**src/sv/tts_pkg.sv**
```systemverilog
// Shared types, codes and defaults of the tick task scheduler table.
`timescale 1ns / 1ps

package tts_pkg;

  localparam int SLOT_COUNT_DEF = 8;
  localparam int RESULT_CAP     = 8;

  localparam logic [1:0] OP_TICK     = 2'd0;
  localparam logic [1:0] OP_ADD      = 2'd1;
  localparam logic [1:0] OP_DELETE   = 2'd2;
  localparam logic [1:0] OP_DISPATCH = 2'd3;

  localparam logic [2:0] KIND_TICK = 3'd0;
  localparam logic [2:0] KIND_ADD  = 3'd1;
  localparam logic [2:0] KIND_DEL  = 3'd2;
  localparam logic [2:0] KIND_RUN  = 3'd3;
  localparam logic [2:0] KIND_NONE = 3'd4;

  typedef struct packed {
    logic [7:0]  tag;
    logic [15:0] delay;
    logic [15:0] period;
    logic [7:0]  pending;
  } slot_entry_t;

  typedef struct packed {
    logic       emit;
    logic       close;
    logic [2:0] kind;
    logic [3:0] slot;
    logic [7:0] tag;
    logic       err;
  } res_event_t;

  typedef struct packed {
    logic [2:0] kind;
    logic [3:0] slot;
    logic [7:0] tag;
    logic       err;
    logic       last;
  } result_t;

endpackage

```
**src/sv/tts_in_if.sv**
```systemverilog
// Request channel of the tick task scheduler table.
`timescale 1ns / 1ps

interface tts_in_if;
  logic        valid;
  logic        ready;
  logic [1:0]  opcode;
  logic [7:0]  task_tag;
  logic [15:0] start_delay;
  logic [15:0] repeat_period;
  logic [7:0]  slot_number;

  modport source (
    output valid, opcode, task_tag, start_delay, repeat_period, slot_number,
    input  ready
  );
  modport sink (
    input  valid, opcode, task_tag, start_delay, repeat_period, slot_number,
    output ready
  );
endinterface

```
**src/sv/tts_out_if.sv**
```systemverilog
// Result channel of the tick task scheduler table.
`timescale 1ns / 1ps

interface tts_out_if;
  logic       valid;
  logic       ready;
  logic [2:0] result_kind;
  logic [3:0] slot_out;
  logic [7:0] tag_out;
  logic       error_flag;
  logic       last_result;

  modport source (
    output valid, result_kind, slot_out, tag_out, error_flag, last_result,
    input  ready
  );
  modport sink (
    input  valid, result_kind, slot_out, tag_out, error_flag, last_result,
    output ready
  );
endinterface

```
**src/sv/tts_ram.sv**
```systemverilog
// Generic single-write, single-read RAM with registered read data.
`timescale 1ns / 1ps

module tts_ram #(
  parameter int WIDTH = $bits(tts_pkg::slot_entry_t),
  parameter int DEPTH = tts_pkg::SLOT_COUNT_DEF
) (
  input  logic                  clk,
  input  logic                  we,
  input  logic [(DEPTH > 1 ? $clog2(DEPTH) : 1)-1:0] waddr,
  input  logic [WIDTH-1:0]      wdata,
  input  logic [(DEPTH > 1 ? $clog2(DEPTH) : 1)-1:0] raddr,
  output logic [WIDTH-1:0]      rdata
);

  logic [WIDTH-1:0] mem_r [DEPTH];
  logic [WIDTH-1:0] rdata_r;

  always_ff @(posedge clk) begin
    if (we) begin
      mem_r[waddr] <= wdata;
    end
    rdata_r <= mem_r[raddr];
  end

  assign rdata = rdata_r;

endmodule

```
**src/sv/tts_ctrl.sv**
```systemverilog
// Sequencer: for tick and dispatch, walks the slot table in memory with read-modify-write per slot.
`timescale 1ns / 1ps

module tts_ctrl #(
  parameter int SLOT_COUNT = tts_pkg::SLOT_COUNT_DEF
) (
  input  logic                    clk,
  input  logic                    rst_n,
  tts_in_if.sink                  in_req,
  input  logic                    stall,
  output tts_pkg::res_event_t     ev,
  output logic                    ram_we,
  output logic [(SLOT_COUNT > 1 ? $clog2(SLOT_COUNT) : 1)-1:0] ram_waddr,
  output tts_pkg::slot_entry_t    ram_wdata,
  output logic [(SLOT_COUNT > 1 ? $clog2(SLOT_COUNT) : 1)-1:0] ram_raddr,
  input  tts_pkg::slot_entry_t    ram_rdata
);

  localparam int IW    = SLOT_COUNT > 1 ? $clog2(SLOT_COUNT) : 1;
  localparam int CNT_W = $clog2(tts_pkg::RESULT_CAP + 1);
  localparam logic [IW-1:0]    LAST_IDX = IW'(SLOT_COUNT - 1);
  localparam logic [CNT_W-1:0] CAP      = CNT_W'(tts_pkg::RESULT_CAP);

  typedef enum logic [3:0] {
    ST_IDLE   = 4'b0001,
    ST_SCAN   = 4'b0010,
    ST_ADD    = 4'b0100,
    ST_FINISH = 4'b1000
  } state_t;

  state_t                state_r, state_nxt;
  logic [SLOT_COUNT-1:0] valid_r, valid_nxt;
  logic [IW-1:0]         rd_idx_r, rd_idx_nxt;
  logic [IW-1:0]         s2_idx_r, s2_idx_nxt;
  logic                  rd_done_r, rd_done_nxt;
  logic                  s2_vld_r, s2_vld_nxt;
  logic [CNT_W-1:0]      cnt_r, cnt_nxt;

  logic [1:0]            op_r, op_nxt;
  logic [7:0]            tag_r, tag_nxt;
  logic [15:0]           delay_r, delay_nxt;
  logic [15:0]           period_r, period_nxt;
  logic [3:0]            res_slot_r, res_slot_nxt;
  logic                  res_err_r, res_err_nxt;

  logic                  accept;
  logic                  slot_ok;
  tts_pkg::slot_entry_t  upd;

  assign in_req.ready = (state_r == ST_IDLE);
  assign accept       = in_req.valid && in_req.ready;
  assign slot_ok      = {1'b0, in_req.slot_number} < 9'(SLOT_COUNT);

  always_comb begin
    state_nxt    = state_r;
    valid_nxt    = valid_r;
    rd_idx_nxt   = rd_idx_r;
    s2_idx_nxt   = s2_idx_r;
    rd_done_nxt  = rd_done_r;
    s2_vld_nxt   = s2_vld_r;
    cnt_nxt      = cnt_r;
    op_nxt       = op_r;
    tag_nxt      = tag_r;
    delay_nxt    = delay_r;
    period_nxt   = period_r;
    res_slot_nxt = res_slot_r;
    res_err_nxt  = res_err_r;
    ev           = '0;
    ram_we       = 1'b0;
    ram_waddr    = s2_idx_r;
    ram_raddr    = rd_idx_r;
    upd          = ram_rdata;
    ram_wdata    = ram_rdata;

    case (state_r)
      ST_IDLE: begin
        if (accept) begin
          op_nxt       = in_req.opcode;
          tag_nxt      = in_req.task_tag;
          delay_nxt    = in_req.start_delay;
          period_nxt   = in_req.repeat_period;
          rd_idx_nxt   = '0;
          rd_done_nxt  = 1'b0;
          s2_vld_nxt   = 1'b0;
          cnt_nxt      = '0;
          res_slot_nxt = '0;
          res_err_nxt  = 1'b0;
          case (in_req.opcode)
            tts_pkg::OP_ADD: begin
              state_nxt = ST_ADD;
            end
            tts_pkg::OP_DELETE: begin
              if (slot_ok) begin
                valid_nxt[in_req.slot_number[IW-1:0]] = 1'b0;
                res_slot_nxt = 4'(in_req.slot_number);
              end else begin
                res_err_nxt = 1'b1;
              end
              state_nxt = ST_FINISH;
            end
            default: begin
              state_nxt = ST_SCAN;
            end
          endcase
        end
      end

      ST_SCAN: begin
        if (stall) begin
          ram_raddr = s2_idx_r;
        end else begin
          if (!rd_done_r) begin
            s2_vld_nxt  = 1'b1;
            s2_idx_nxt  = rd_idx_r;
            rd_done_nxt = (rd_idx_r == LAST_IDX);
            rd_idx_nxt  = rd_idx_r + 1'b1;
          end else begin
            s2_vld_nxt = 1'b0;
          end
          if (s2_vld_r) begin
            if (valid_r[s2_idx_r]) begin
              if (op_r == tts_pkg::OP_TICK) begin
                if (ram_rdata.delay == 16'd0) begin
                  if (ram_rdata.pending != 8'hFF) begin
                    upd.pending = ram_rdata.pending + 8'd1;
                  end
                  if (ram_rdata.period != 16'd0) begin
                    upd.delay = ram_rdata.period - 16'd1;
                  end
                end else begin
                  upd.delay = ram_rdata.delay - 16'd1;
                end
                ram_we = 1'b1;
              end else if (ram_rdata.pending != 8'd0 && cnt_r < CAP) begin
                ev.emit     = 1'b1;
                ev.kind     = tts_pkg::KIND_RUN;
                ev.slot     = 4'(s2_idx_r);
                ev.tag      = ram_rdata.tag;
                upd.pending = ram_rdata.pending - 8'd1;
                ram_we      = 1'b1;
                cnt_nxt     = cnt_r + 1'b1;
                if (ram_rdata.period == 16'd0) begin
                  valid_nxt[s2_idx_r] = 1'b0;
                end
              end
            end
            ram_wdata = upd;
            if (s2_idx_r == LAST_IDX) begin
              state_nxt = ST_FINISH;
            end
          end
        end
      end

      ST_ADD: begin
        if (!stall) begin
          if (!valid_r[rd_idx_r]) begin
            ram_we              = 1'b1;
            ram_waddr           = rd_idx_r;
            ram_wdata           = '{tag: tag_r, delay: delay_r, period: period_r,
                                    pending: 8'd0};
            valid_nxt[rd_idx_r] = 1'b1;
            res_slot_nxt        = 4'(rd_idx_r);
            state_nxt           = ST_FINISH;
          end else if (rd_idx_r == LAST_IDX) begin
            res_slot_nxt = 4'(SLOT_COUNT);
            res_err_nxt  = 1'b1;
            state_nxt    = ST_FINISH;
          end else begin
            rd_idx_nxt = rd_idx_r + 1'b1;
          end
        end
      end

      ST_FINISH: begin
        if (!stall) begin
          ev.close = 1'b1;
          ev.slot  = res_slot_r;
          ev.err   = res_err_r;
          case (op_r)
            tts_pkg::OP_TICK:   ev.kind = tts_pkg::KIND_TICK;
            tts_pkg::OP_ADD:    ev.kind = tts_pkg::KIND_ADD;
            tts_pkg::OP_DELETE: ev.kind = tts_pkg::KIND_DEL;
            default:            ev.kind = tts_pkg::KIND_RUN;
          endcase
          state_nxt = ST_IDLE;
        end
      end

      default: begin
        state_nxt = ST_IDLE;
      end
    endcase
  end

  always_ff @(posedge clk) begin
    if (!rst_n) begin
      state_r   <= ST_IDLE;
      valid_r   <= '0;
      rd_idx_r  <= '0;
      s2_idx_r  <= '0;
      rd_done_r <= 1'b0;
      s2_vld_r  <= 1'b0;
      cnt_r     <= '0;
    end else begin
      state_r   <= state_nxt;
      valid_r   <= valid_nxt;
      rd_idx_r  <= rd_idx_nxt;
      s2_idx_r  <= s2_idx_nxt;
      rd_done_r <= rd_done_nxt;
      s2_vld_r  <= s2_vld_nxt;
      cnt_r     <= cnt_nxt;
    end
  end

  always_ff @(posedge clk) begin
    op_r       <= op_nxt;
    tag_r      <= tag_nxt;
    delay_r    <= delay_nxt;
    period_r   <= period_nxt;
    res_slot_r <= res_slot_nxt;
    res_err_r  <= res_err_nxt;
  end

endmodule

```
**src/sv/tts_out.sv**
```systemverilog
// Result stage: holds the latest dispatched slot and drives the output register.
`timescale 1ns / 1ps

module tts_out (
  input  logic                clk,
  input  logic                rst_n,
  input  tts_pkg::res_event_t ev,
  output logic                stall,
  tts_out_if.source           out_res
);

  logic            hold_vld_r, hold_vld_nxt;
  logic [3:0]      hold_slot_r, hold_slot_nxt;
  logic [7:0]      hold_tag_r, hold_tag_nxt;
  logic            out_vld_r, out_vld_nxt;
  tts_pkg::result_t out_r, out_nxt;
  logic            push;
  tts_pkg::result_t push_res;

  assign stall = out_vld_r && !out_res.ready;

  always_comb begin
    push          = 1'b0;
    push_res      = '{kind: tts_pkg::KIND_RUN, slot: hold_slot_r, tag: hold_tag_r,
                      err: 1'b0, last: 1'b0};
    hold_vld_nxt  = hold_vld_r;
    hold_slot_nxt = hold_slot_r;
    hold_tag_nxt  = hold_tag_r;

    if (ev.emit) begin
      push          = hold_vld_r;
      hold_vld_nxt  = 1'b1;
      hold_slot_nxt = ev.slot;
      hold_tag_nxt  = ev.tag;
    end else if (ev.close) begin
      push = 1'b1;
      if (ev.kind == tts_pkg::KIND_RUN) begin
        hold_vld_nxt = 1'b0;
        if (hold_vld_r) begin
          push_res.last = 1'b1;
        end else begin
          push_res = '{kind: tts_pkg::KIND_NONE, slot: 4'd0, tag: 8'd0,
                       err: 1'b0, last: 1'b1};
        end
      end else begin
        push_res = '{kind: ev.kind, slot: ev.slot, tag: 8'd0, err: ev.err,
                     last: 1'b1};
      end
    end

    out_vld_nxt = out_vld_r;
    out_nxt     = out_r;
    if (push) begin
      out_vld_nxt = 1'b1;
      out_nxt     = push_res;
    end else if (out_res.ready) begin
      out_vld_nxt = 1'b0;
    end
  end

  always_ff @(posedge clk) begin
    if (!rst_n) begin
      hold_vld_r <= 1'b0;
      out_vld_r  <= 1'b0;
    end else begin
      hold_vld_r <= hold_vld_nxt;
      out_vld_r  <= out_vld_nxt;
    end
  end

  always_ff @(posedge clk) begin
    hold_slot_r <= hold_slot_nxt;
    hold_tag_r  <= hold_tag_nxt;
    out_r       <= out_nxt;
  end

  assign out_res.valid       = out_vld_r;
  assign out_res.result_kind = out_r.kind;
  assign out_res.slot_out    = out_r.slot;
  assign out_res.tag_out     = out_r.tag;
  assign out_res.error_flag  = out_r.err;
  assign out_res.last_result = out_r.last;

endmodule

```
**src/sv/tick_task_scheduler_table_unit.sv**
```systemverilog
// Top level of the tick task scheduler table.
//
// Requests arrive on in_req (valid/ready): tick, add, delete or dispatch.
// Results leave on out_res (valid/ready); every request yields one or more
// results and the final one carries last_result.
// Slot state (tag, delay, period, pending count) sits in one RAM with a
// registered read; valid marks sit in flip-flops.
// Tick and dispatch walk the table one slot per cycle while out_res does not
// stall, reading slot i+1 while slot i is written back.
// Add scans valid marks, one slot per cycle while out_res does not stall.
// A new request is taken once the previous one has handed its last result
// to the output register.
// Dispatch reports at most eight slots; its last result is sent from the
// finish state after the walk ends.
// Reset clears all valid marks and control state at once; no RAM sweep.
// While out_res is stalled the walk and the RAM read hold in place.
`timescale 1ns / 1ps

module tick_task_scheduler_table_unit #(
  parameter int SLOT_COUNT = tts_pkg::SLOT_COUNT_DEF
) (
  input  logic      clk,
  input  logic      rst_n,
  tts_in_if.sink    in_req,
  tts_out_if.source out_res
);

  localparam int IW = SLOT_COUNT > 1 ? $clog2(SLOT_COUNT) : 1;

  tts_pkg::res_event_t  ev;
  logic                 stall;
  logic                 ram_we;
  logic [IW-1:0]        ram_waddr;
  logic [IW-1:0]        ram_raddr;
  tts_pkg::slot_entry_t ram_wdata;
  tts_pkg::slot_entry_t ram_rdata;

  tts_ctrl #(
    .SLOT_COUNT (SLOT_COUNT)
  ) u_ctrl (
    .clk       (clk),
    .rst_n     (rst_n),
    .in_req    (in_req),
    .stall     (stall),
    .ev        (ev),
    .ram_we    (ram_we),
    .ram_waddr (ram_waddr),
    .ram_wdata (ram_wdata),
    .ram_raddr (ram_raddr),
    .ram_rdata (ram_rdata)
  );

  tts_ram #(
    .WIDTH ($bits(tts_pkg::slot_entry_t)),
    .DEPTH (SLOT_COUNT)
  ) u_ram (
    .clk   (clk),
    .we    (ram_we),
    .waddr (ram_waddr),
    .wdata (ram_wdata),
    .raddr (ram_raddr),
    .rdata (ram_rdata)
  );

  tts_out u_out (
    .clk     (clk),
    .rst_n   (rst_n),
    .ev      (ev),
    .stall   (stall),
    .out_res (out_res)
  );

endmodule

```
**src/flat_wrapper.sv**
```systemverilog
// flat-port wrapper written by rule: the top's interface ports become plain ports
module tick_task_scheduler_table_unit_flat 
#(
  parameter int SLOT_COUNT = tts_pkg::SLOT_COUNT_DEF
)
  (clk, rst_n, in_req_valid, in_req_opcode, in_req_task_tag, in_req_start_delay, in_req_repeat_period, in_req_slot_number, in_req_ready, out_res_valid, out_res_result_kind, out_res_slot_out, out_res_tag_out, out_res_error_flag, out_res_last_result, out_res_ready);
  tts_in_if in_req_i ();
  tts_out_if out_res_i ();
  input  logic clk;
  input  logic rst_n;
  input wire logic [$bits(in_req_i.valid)-1:0] in_req_valid;
  input wire logic [$bits(in_req_i.opcode)-1:0] in_req_opcode;
  input wire logic [$bits(in_req_i.task_tag)-1:0] in_req_task_tag;
  input wire logic [$bits(in_req_i.start_delay)-1:0] in_req_start_delay;
  input wire logic [$bits(in_req_i.repeat_period)-1:0] in_req_repeat_period;
  input wire logic [$bits(in_req_i.slot_number)-1:0] in_req_slot_number;
  output wire logic [$bits(in_req_i.ready)-1:0] in_req_ready;
  output wire logic [$bits(out_res_i.valid)-1:0] out_res_valid;
  output wire logic [$bits(out_res_i.result_kind)-1:0] out_res_result_kind;
  output wire logic [$bits(out_res_i.slot_out)-1:0] out_res_slot_out;
  output wire logic [$bits(out_res_i.tag_out)-1:0] out_res_tag_out;
  output wire logic [$bits(out_res_i.error_flag)-1:0] out_res_error_flag;
  output wire logic [$bits(out_res_i.last_result)-1:0] out_res_last_result;
  input wire logic [$bits(out_res_i.ready)-1:0] out_res_ready;
  assign in_req_i.valid = in_req_valid;
  assign in_req_i.opcode = in_req_opcode;
  assign in_req_i.task_tag = in_req_task_tag;
  assign in_req_i.start_delay = in_req_start_delay;
  assign in_req_i.repeat_period = in_req_repeat_period;
  assign in_req_i.slot_number = in_req_slot_number;
  assign in_req_ready = in_req_i.ready;
  assign out_res_valid = out_res_i.valid;
  assign out_res_result_kind = out_res_i.result_kind;
  assign out_res_slot_out = out_res_i.slot_out;
  assign out_res_tag_out = out_res_i.tag_out;
  assign out_res_error_flag = out_res_i.error_flag;
  assign out_res_last_result = out_res_i.last_result;
  assign out_res_i.ready = out_res_ready;
  tick_task_scheduler_table_unit #(.SLOT_COUNT(SLOT_COUNT)) u_core (.clk(clk), .rst_n(rst_n), .in_req(in_req_i), .out_res(out_res_i));
endmodule
```
**config.mk**
```make
export PLATFORM = sky130hd
export DESIGN_NAME = tick_task_scheduler_table_unit_flat
export DESIGN_NICKNAME = d
export VERILOG_FILES = /design/src/sv/tts_pkg.sv /design/src/sv/tts_in_if.sv /design/src/sv/tts_out_if.sv /design/src/sv/tts_ram.sv /design/src/sv/tts_ctrl.sv /design/src/sv/tts_out.sv /design/src/sv/tick_task_scheduler_table_unit.sv /design/src/flat_wrapper.sv
export SDC_FILE = /design/constraint.sdc
export NUM_CORES = 1
export LEC_CHECK = 0
export BUFFER_PORTS_ARGS = -buffer_cell sky130_fd_sc_hd__buf_2
export CAP_MARGIN = 0
export CORE_MARGIN = 2
export CORE_UTILIZATION = 40
export DETAILED_ROUTE_END_ITERATION = 16
export PLACE_DENSITY = 0.62
export SKIP_LAST_GASP = 1
export SLEW_MARGIN = 20
export SYNTH_ARGS = -nofsm -noshare
export SYNTH_HDL_FRONTEND = slang
export SYNTH_HIERARCHICAL = 1
export SYNTH_SLANG_ARGS = --single-unit
```
**constraint.sdc**
```tcl
create_clock -name clk -period 10.1 [get_ports clk]
set_input_delay 0.505 -clock clk [delete_from_list [all_inputs] [get_ports clk]]
set_output_delay 0.505 -clock clk [all_outputs]
set_load 0.01 [all_outputs]
```
==> results.toml, run 1 <==
[outcome]
outcome = "complete, no violations"

[timing]
rsz0062_at_grt = "false"
period_share_pct = 44.15
tns_ns = 0
setup_viol = 0
tightestPinTransition_ns = 1.040
max_freq_ghz = 0.2243
relSlewSlack_pct = 30.03
clock_skew_ns = 0.02075
finalMaxSlewViolations = 0
finalHoldViolations = 0
period_minus_slack_ns = 4.459

[grt]
grt_start_max_net_pins = 64
grt_overflow_total = 0
gr-usage-met2_pct = 27.55
antenna_found_initial = 0
gr-usage-all-layers_pct = 16.97
use_met1_pct = 23.53
grt_pass1_wl_um = 73400
met3_usage_pct = 2.582
grt-busiest-layer = "met2"
grt_pass1_vias = 12080

[clock_tree]
clkSlewWorstSetupHoldPaths_ns = 0.06
cts_tree = "done"
cts_resized = 0
htreeDepth = 2
cts_sinks = 534
hold_buffers = 0
cts_buffers = 54
cts_root_buffer = "clkbuf_16"
insertion_delay_ns = 0.60
cts_buffer_depth = 3
post-cts-setup-buffers = 0

[routing]
drt-vias-per-instance = 5.472
wl_um = 47800
drc = 0
drt_pass1_iterations = 7
ant_nets = 0
vias = 12080
wl_per_cell_um = 21.66
drt_iter0_drc = 850

[power_and_ir_drop]
power_frac_comb_pct = 3.4
intPower_mw = 3.767
switchingPower_uw = 940.2
swShare_pct = 19.97
power_density_mw_per_mm2 = 187.0
p_leak_nw = 8.261
power_mw = 4.707
clock_power_share_pct = 44.2
seq_power_share_pct = 52.4
max-vdd-ir-drop_uv = 125.5

[synth]
yosysSeqAreaShare_pct = 69.00
ys_async_sr_fraction_pct = 0
synth-edff-count = 460
avgSynthCellArea_um2 = 16.58
ys_ff_latch = 534
synthSimpleGateAreaFrac_pct = 8.224
synth_top_family_by_area = "multiplexers"
muxShareOfSynthArea_pct = 13.72
ys_top_cells_by_area = "edfxtp_1 62%, mux4_2 9.7%, dfxtp_1 6.7%"
synth-main-ff-cell = "edfxtp_1"
yosys.area.top_type = "edfxtp_1"
synth_top_cell_area_share_pct = 62.32
synth_warnings = 6
syn-num-nets = 1403
synth_compound_area_share_pct = 5.605
synth.distinct_cells = 85
synth_xor_area_share_pct = 0.4741
synth_cells = 1337
synthesis.area_mm2 = 0.02217
synth_fa_ha_area_share_pct = 0.6774

[die]
fp-row-count = 86
initial_core_util_pct = 40.31
die_area_mm2 = 0.05731
fp.dieH_um = 239.4
io-pin-count = 73
die_width_um = 239.4
core_mm2 = 0.05499

[critical_path]
required_ns = 10.33
startpoint_type = "flip-flop"
critPathCaptureType = "flip-flop"
cp_max_fo = 55
reg2reg_depth = 8
crit_type = "reg2reg"
cp.arrival_ns = 4.69

[job]
drv_cap = 0

[placed_design]
gp_congestion = 0.8579
dpl_cell_area_mm2 = 0.02331
dp_hpwl_um = 27660
io_buffers = 72

[cells_and_area]
fillCellCount = 4707
antenna_cells = 0
design_area_mm2 = 0.02517
syn_to_final_growth_pct = 13.56
layout.nets = 1480
drive_gt1_share_pct = 24.47

[min_path]
whs_path_depth = 1
min_path_type = "in2reg"
==> worst max-delay path, stage by stage (launching register included) <==
cell and delay [ns]:
dfxtp_1 0.77, mux2i_1 0.18, mux4_2 0.56, and3_2 0.20
buf_4 0.34, o21ai_0 0.61, nand2_1 0.26, nor2_4 0.53
buf_4 0.60
==> worst paths after layout <==
| path | from | endpoint | slack (ns) |
|---|---|---|---|
| max | u_core/u_ctrl/rd_idx_r[0] | u_core/u_ram/mem_r[7][21] | 5.64 |
| min | in_req_repeat_period[9] | u_core/u_ctrl/period_r[9] | 0.08 |
| max reg2reg | u_core/u_ctrl/rd_idx_r[0] | u_core/u_ram/mem_r[7][21] | 5.64 |
| min reg2reg | u_core/u_out/hold_tag_r[7] | u_core/u_out/out_res.tag_out[7] | 0.52 |
==> metal layers <==
layer  vias up  wire (um)
met5         -          0
met4         0       1069
met3        75       2545
met2       353      22720
met1      6191      21460
li1       5458          -
==> registers in the layout, indices dropped and copies added, names as in the netlist, 4 cells and up <==
name	flops
u_core/u_out/hold_tag_r	8
u_core/u_ram/mem_r	384
u_core/u_out/out_res.tag_out	8
u_core/u_out/hold_slot_r	4
u_core/u_out/out_res.slot_out	4
u_core/u_ram/rdata	48
u_core/u_ctrl/res_slot_r	4
u_core/u_ctrl/valid_r	8
u_core/u_ctrl/tag_r	8
u_core/u_ctrl/period_r	16
u_core/u_ctrl/delay_r	16
u_core/u_ctrl/cnt_r	4
u_core/u_ctrl/state_r	4
==> through the flow <==
step / hold slack [ns] / util (%) / instances / setup slack [ns]
after CTS: 0.03777 / 45.78 / 2207 / 5.652
final: 0.07606 / 45.78 / 2207 / 5.641
after floorplan: 0.4547 / - / 1337 / 4.293
after global placement: 0.5001 / 42.40 / 2106 / 5.746
after detailed placement: 0.5096 / 42.40 / 2106 / 5.671
after global routing: 0.05200 / 45.78 / 2207 / 5.384
==> synth_stat cells (12+ instances only) <==
| cell | n |
|---|---|
| edfxtp_1 | 460 |
| nand2_1 | 122 |
| mux4_2 | 95 |
| dfxtp_1 | 74 |
| nor2_1 | 54 |
| o21ai_0 | 42 |
| clkbuf_1 | 40 |
| mux2_4 | 40 |
| a21oi_1 | 32 |
| nand3_1 | 23 |
| and2_1 | 22 |
| buf_2 | 21 |
| nor3_1 | 21 |
| inv_1 | 20 |
| nor4_1 | 14 |
| ha_1 | 12 |
==> cells by family after synthesis <==
group,count (synthesis)
xor gates and xnor gates,12
muxes,159
adders and majority gates,12
DFF,534
other,1
buffers and inverters,96
AOI/OAI and AO/OA,181
and+or+nand+nor,342
==> power by group through the flow <==
stage	logic [mW]	registers, mW	clock network (mW)
after floorplan	0.113	2.49	0
after global placement	0.159	2.51	0
after detailed placement	0.163	2.51	0
after CTS	0.163	2.47	2.13
after global routing	0.178	2.47	2.21
final	0.161	2.47	2.08
==> cell type report <==
cell class,instances,area [um^2],share of cell area (%)
clock buffers,79,1526,6.064
clock inverters,22,332.8,1.322
inverters,22,82.58,0.3281
multi-input cells,707,6466,25.69
flip-flops and latches,534,15290,60.76
well taps,748,935.9,3.718
repair buffers,95,533.0,2.118
==> placed cells by master, fill, tap and decap left out, drive strengths merged, types with 7 or more instances in the layout <==
cell / Yosys / final
mux2i: 11 / 11
nor2: 56 / 56
clkinv: 0 / 12
a31oi: 10 / 10
mux2: 50 / 50
nand2b: 9 / 9
mux4: 98 / 98
a21o: 7 / 7
nand3: 23 / 23
clkbuf: 40 / 79
nand4: 11 / 11
buf: 34 / 95
a21boi: 7 / 7
and2: 23 / 23
a22oi: 9 / 9
ha: 12 / 12
edfxtp: 460 / 460
nor2b: 7 / 7
a22o: 11 / 11
a21oi: 32 / 32
nor4b: 8 / 8
nor4: 17 / 17
o211ai: 7 / 7
nand2: 122 / 122
dfxtp: 74 / 74
nor3: 23 / 23
bufinv: 0 / 9
o21ai: 45 / 45
inv: 22 / 23
(Power assumes the default switching activity.)
==> inputs of run 2 (changes only) <==
Settings changed: PLACE_DENSITY 0.62 to 0.64.
Clock period 10.1 ns to 4.1 ns, I/O delays scaled along.
==> run 2 against run 1 <==
  * Hold slack better by 0.0091 ns
  * Fmax up 21%
  * Combinational power rose to 2.7 times the previous value
  * Non-clock buffer count up 69
  * Sequential share of layout area down 1.4 points
  * Clock skew down 0.0016 ns
  * Utilization up 1.1 points
  * Cell count up 2.9%
  * Die area unchanged
  * Power up 140%
  * Critical path depth unchanged
==> results.toml, run 2 (synthesis gave the netlist of run 1 again) <==
[grt]
antenna_found_initial = 0
grt_start_max_net_pins = 97
grt_pass1_vias = 12520
grt_overflow_total = 0
grt_pass1_wl_um = 74980
gr-usage-all-layers_pct = 17.23

[timing]
finalHoldViolations = 0
finalMaxSlewViolations = 0
tightestPinTransition_ns = 0.9884
period_share_pct = 89.56
relSlewSlack_pct = 33.90
setup_viol = 0
worst_slack_ns = 0.4281
period_minus_slack_ns = 3.672
rsz0062_at_grt = "false"
max_freq_ghz = 0.2723
clock_skew_ns = 0.01915

[critical_path]
cpPeakStageDelay_ns = 0.71
crit_buf_inv = 2
crit_type = "reg2reg"
r2r_start = "u_core/u_ctrl/state_r[2]"
cp_slowest_cell = "or4b_2"
cp.arrival_ns = 3.90
critPathCaptureType = "flip-flop"
reg2reg_depth = 8
crit_family = "simple AND/OR/NAND/NOR gates"
cp-startpoint = "u_core/u_ctrl/state_r[2]"
cp_max_fo = 25
crit-reg2reg-capture = "u_core/u_ram/mem_r[5][23]"
cp_common_cell = "buf_4"
r2r_slack_ns = 0.43
cp.depth = 8
crit_chain = "or4b_2 > nor2_1 > and3_2 > o21ai_0 > buf_4 > nand2b_1 > nor2_4 > buf_4"
required_ns = 4.32
startpoint_type = "flip-flop"

[die]
initial_core_util_pct = 40.31
die_area_mm2 = 0.05731
fp.dieH_um = 239.4
die_width_um = 239.4
fp-row-count = 86
core_mm2 = 0.05499
io-pin-count = 73

[cells_and_area]
largest_register = "u_core/u_ram/mem_r"
register_area_mm2 = 0.01529
mostFrequentLayoutCells = "460 x edfxtp_1, 122 x nand2_1, 95 x mux4_2"
antenna_cells = 0
largest_register_ffs = 384
multiInputGateArea_mm2 = 0.006479
fillCellCount = 4645
final_common_cell = "edfxtp_1"
syn_to_final_growth_pct = 16.18
layout.nets = 1548
drive_gt1_share_pct = 24.56

[clock_tree]
cts_buffer_depth = 3
htreeDepth = 2
post-cts-setup-buffers = 0
insertion_delay_ns = 0.59
clkSlewWorstSetupHoldPaths_ns = 0.06
cts_tree = "done"
cts_sinks = 534
cts_buffers = 53
cts_root_buffer = "clkbuf_16"
cts_resized = 0

[min_path]
min_to = "u_core/u_ctrl/res_slot_r[2]"
min_path_type = "in2reg"
whs_path_depth = 2
min-delay-start = "in_req_slot_number[2]"

[routing]
drt-vias-per-instance = 5.487
drt_iter0_drc = 1173
drc = 0
wl_per_cell_um = 21.34
wl_um = 48460
vias = 12460
ant_nets = 0
drt_pass1_iterations = 5

[job]
drv_cap = 0

[placed_design]
dp_hpwl_um = 29390
pre_cts_slack_ns = 0.4843
io_buffers = 72
gp_congestion = 0.8426

[outcome]
outcome = "complete, no violations"

[power_and_ir_drop]
power_mw = 11.22
max-vdd-ir-drop_uv = 343.0
power_density_mw_per_mm2 = 435.8
p_leak_nw = 8.498
[run 2: cell types whose count changed in the layout (fill, tap and decap cells not counted), sizes merged]
| cell | delta |
|---|---|
| inv | +1 |
| clkbuf | -5 |
| clkinv | +2 |
| bufinv | -4 |
| buf | +23 |
| clkinvlp | +1 |
| dlygate4sd3 | +46 |
[run 2: where the power goes]
group          internal (mW)  leakage [nW]  switching (mW)  total (mW)
registers               6.00          4.82          0.0667        6.06
logic                  0.177          2.85           0.260       0.437
clock network           2.77         0.825            1.95        4.72
total                   8.95          8.50            2.27        11.2
[run 2: worst max path at each step]
stage | to
after floorplan | u_core/u_ram/mem_r[3][0]
after global placement | u_core/u_ram/mem_r[3][29]
after detailed placement | u_core/u_ram/mem_r[3][21]
after CTS | u_core/u_ram/mem_r[3][23]
after global routing | u_core/u_ram/mem_r[3][23]
final | u_core/u_ram/mem_r[5][23]
[run 2: layer usage]
| metal | wire (um) | GRT usage, % |
|---|---|---|
| met5 | 0 | 0 |
| met4 | 1040 | 4.716 |
| met3 | 2802 | 2.812 |
| met2 | 23640 | 28.39 |
| met1 | 20970 | 23.79 |
[run 2: final cells by class]
| type | instances | share of cell area [%] |
|---|---|---|
| Clock buffer | 74 | 5.616 |
| Inverter | 22 | 0.3207 |
| Timing Repair Buffer | 164 | 4.917 |
| Sequential cell | 534 | 59.39 |
| Multi-Input combinational cell | 707 | 25.16 |
| Clock inverter | 22 | 0.9668 |
| Tap cell | 748 | 3.634 |
[run 2: worst reg2reg max path: stages (launching register included)]
cell	delay (ns)
dfxtp_1	0.57
or4b_2	0.72
nor2_1	0.15
and3_2	0.48
o21ai_0	0.36
buf_4	0.26
nand2b_1	0.22
nor2_4	0.12
buf_4	0.41
[run 2: metrics by stage]
step           area [um^2]  cells  hold slack [ns]  TNS, ns  utilization (%)
2_1_floorplan        22180   1337           0.3039  -172.32                -
3_3_place_gp         23600   2129           0.3815        0            42.92
3_5_place_dp         23600   2129           0.3831        0            42.92
4_1_cts              25750   2271          0.03979        0            46.84
5_1_grt              25750   2271          0.05874        0            46.84
6_report             25750   2271          0.08515        0            46.84
[run 2: repair_timing]
action	4_1_cts	5_1_grt
hold endpoints to repair	44	0
setup endpoints to repair	0	0
hold buffers	46	0
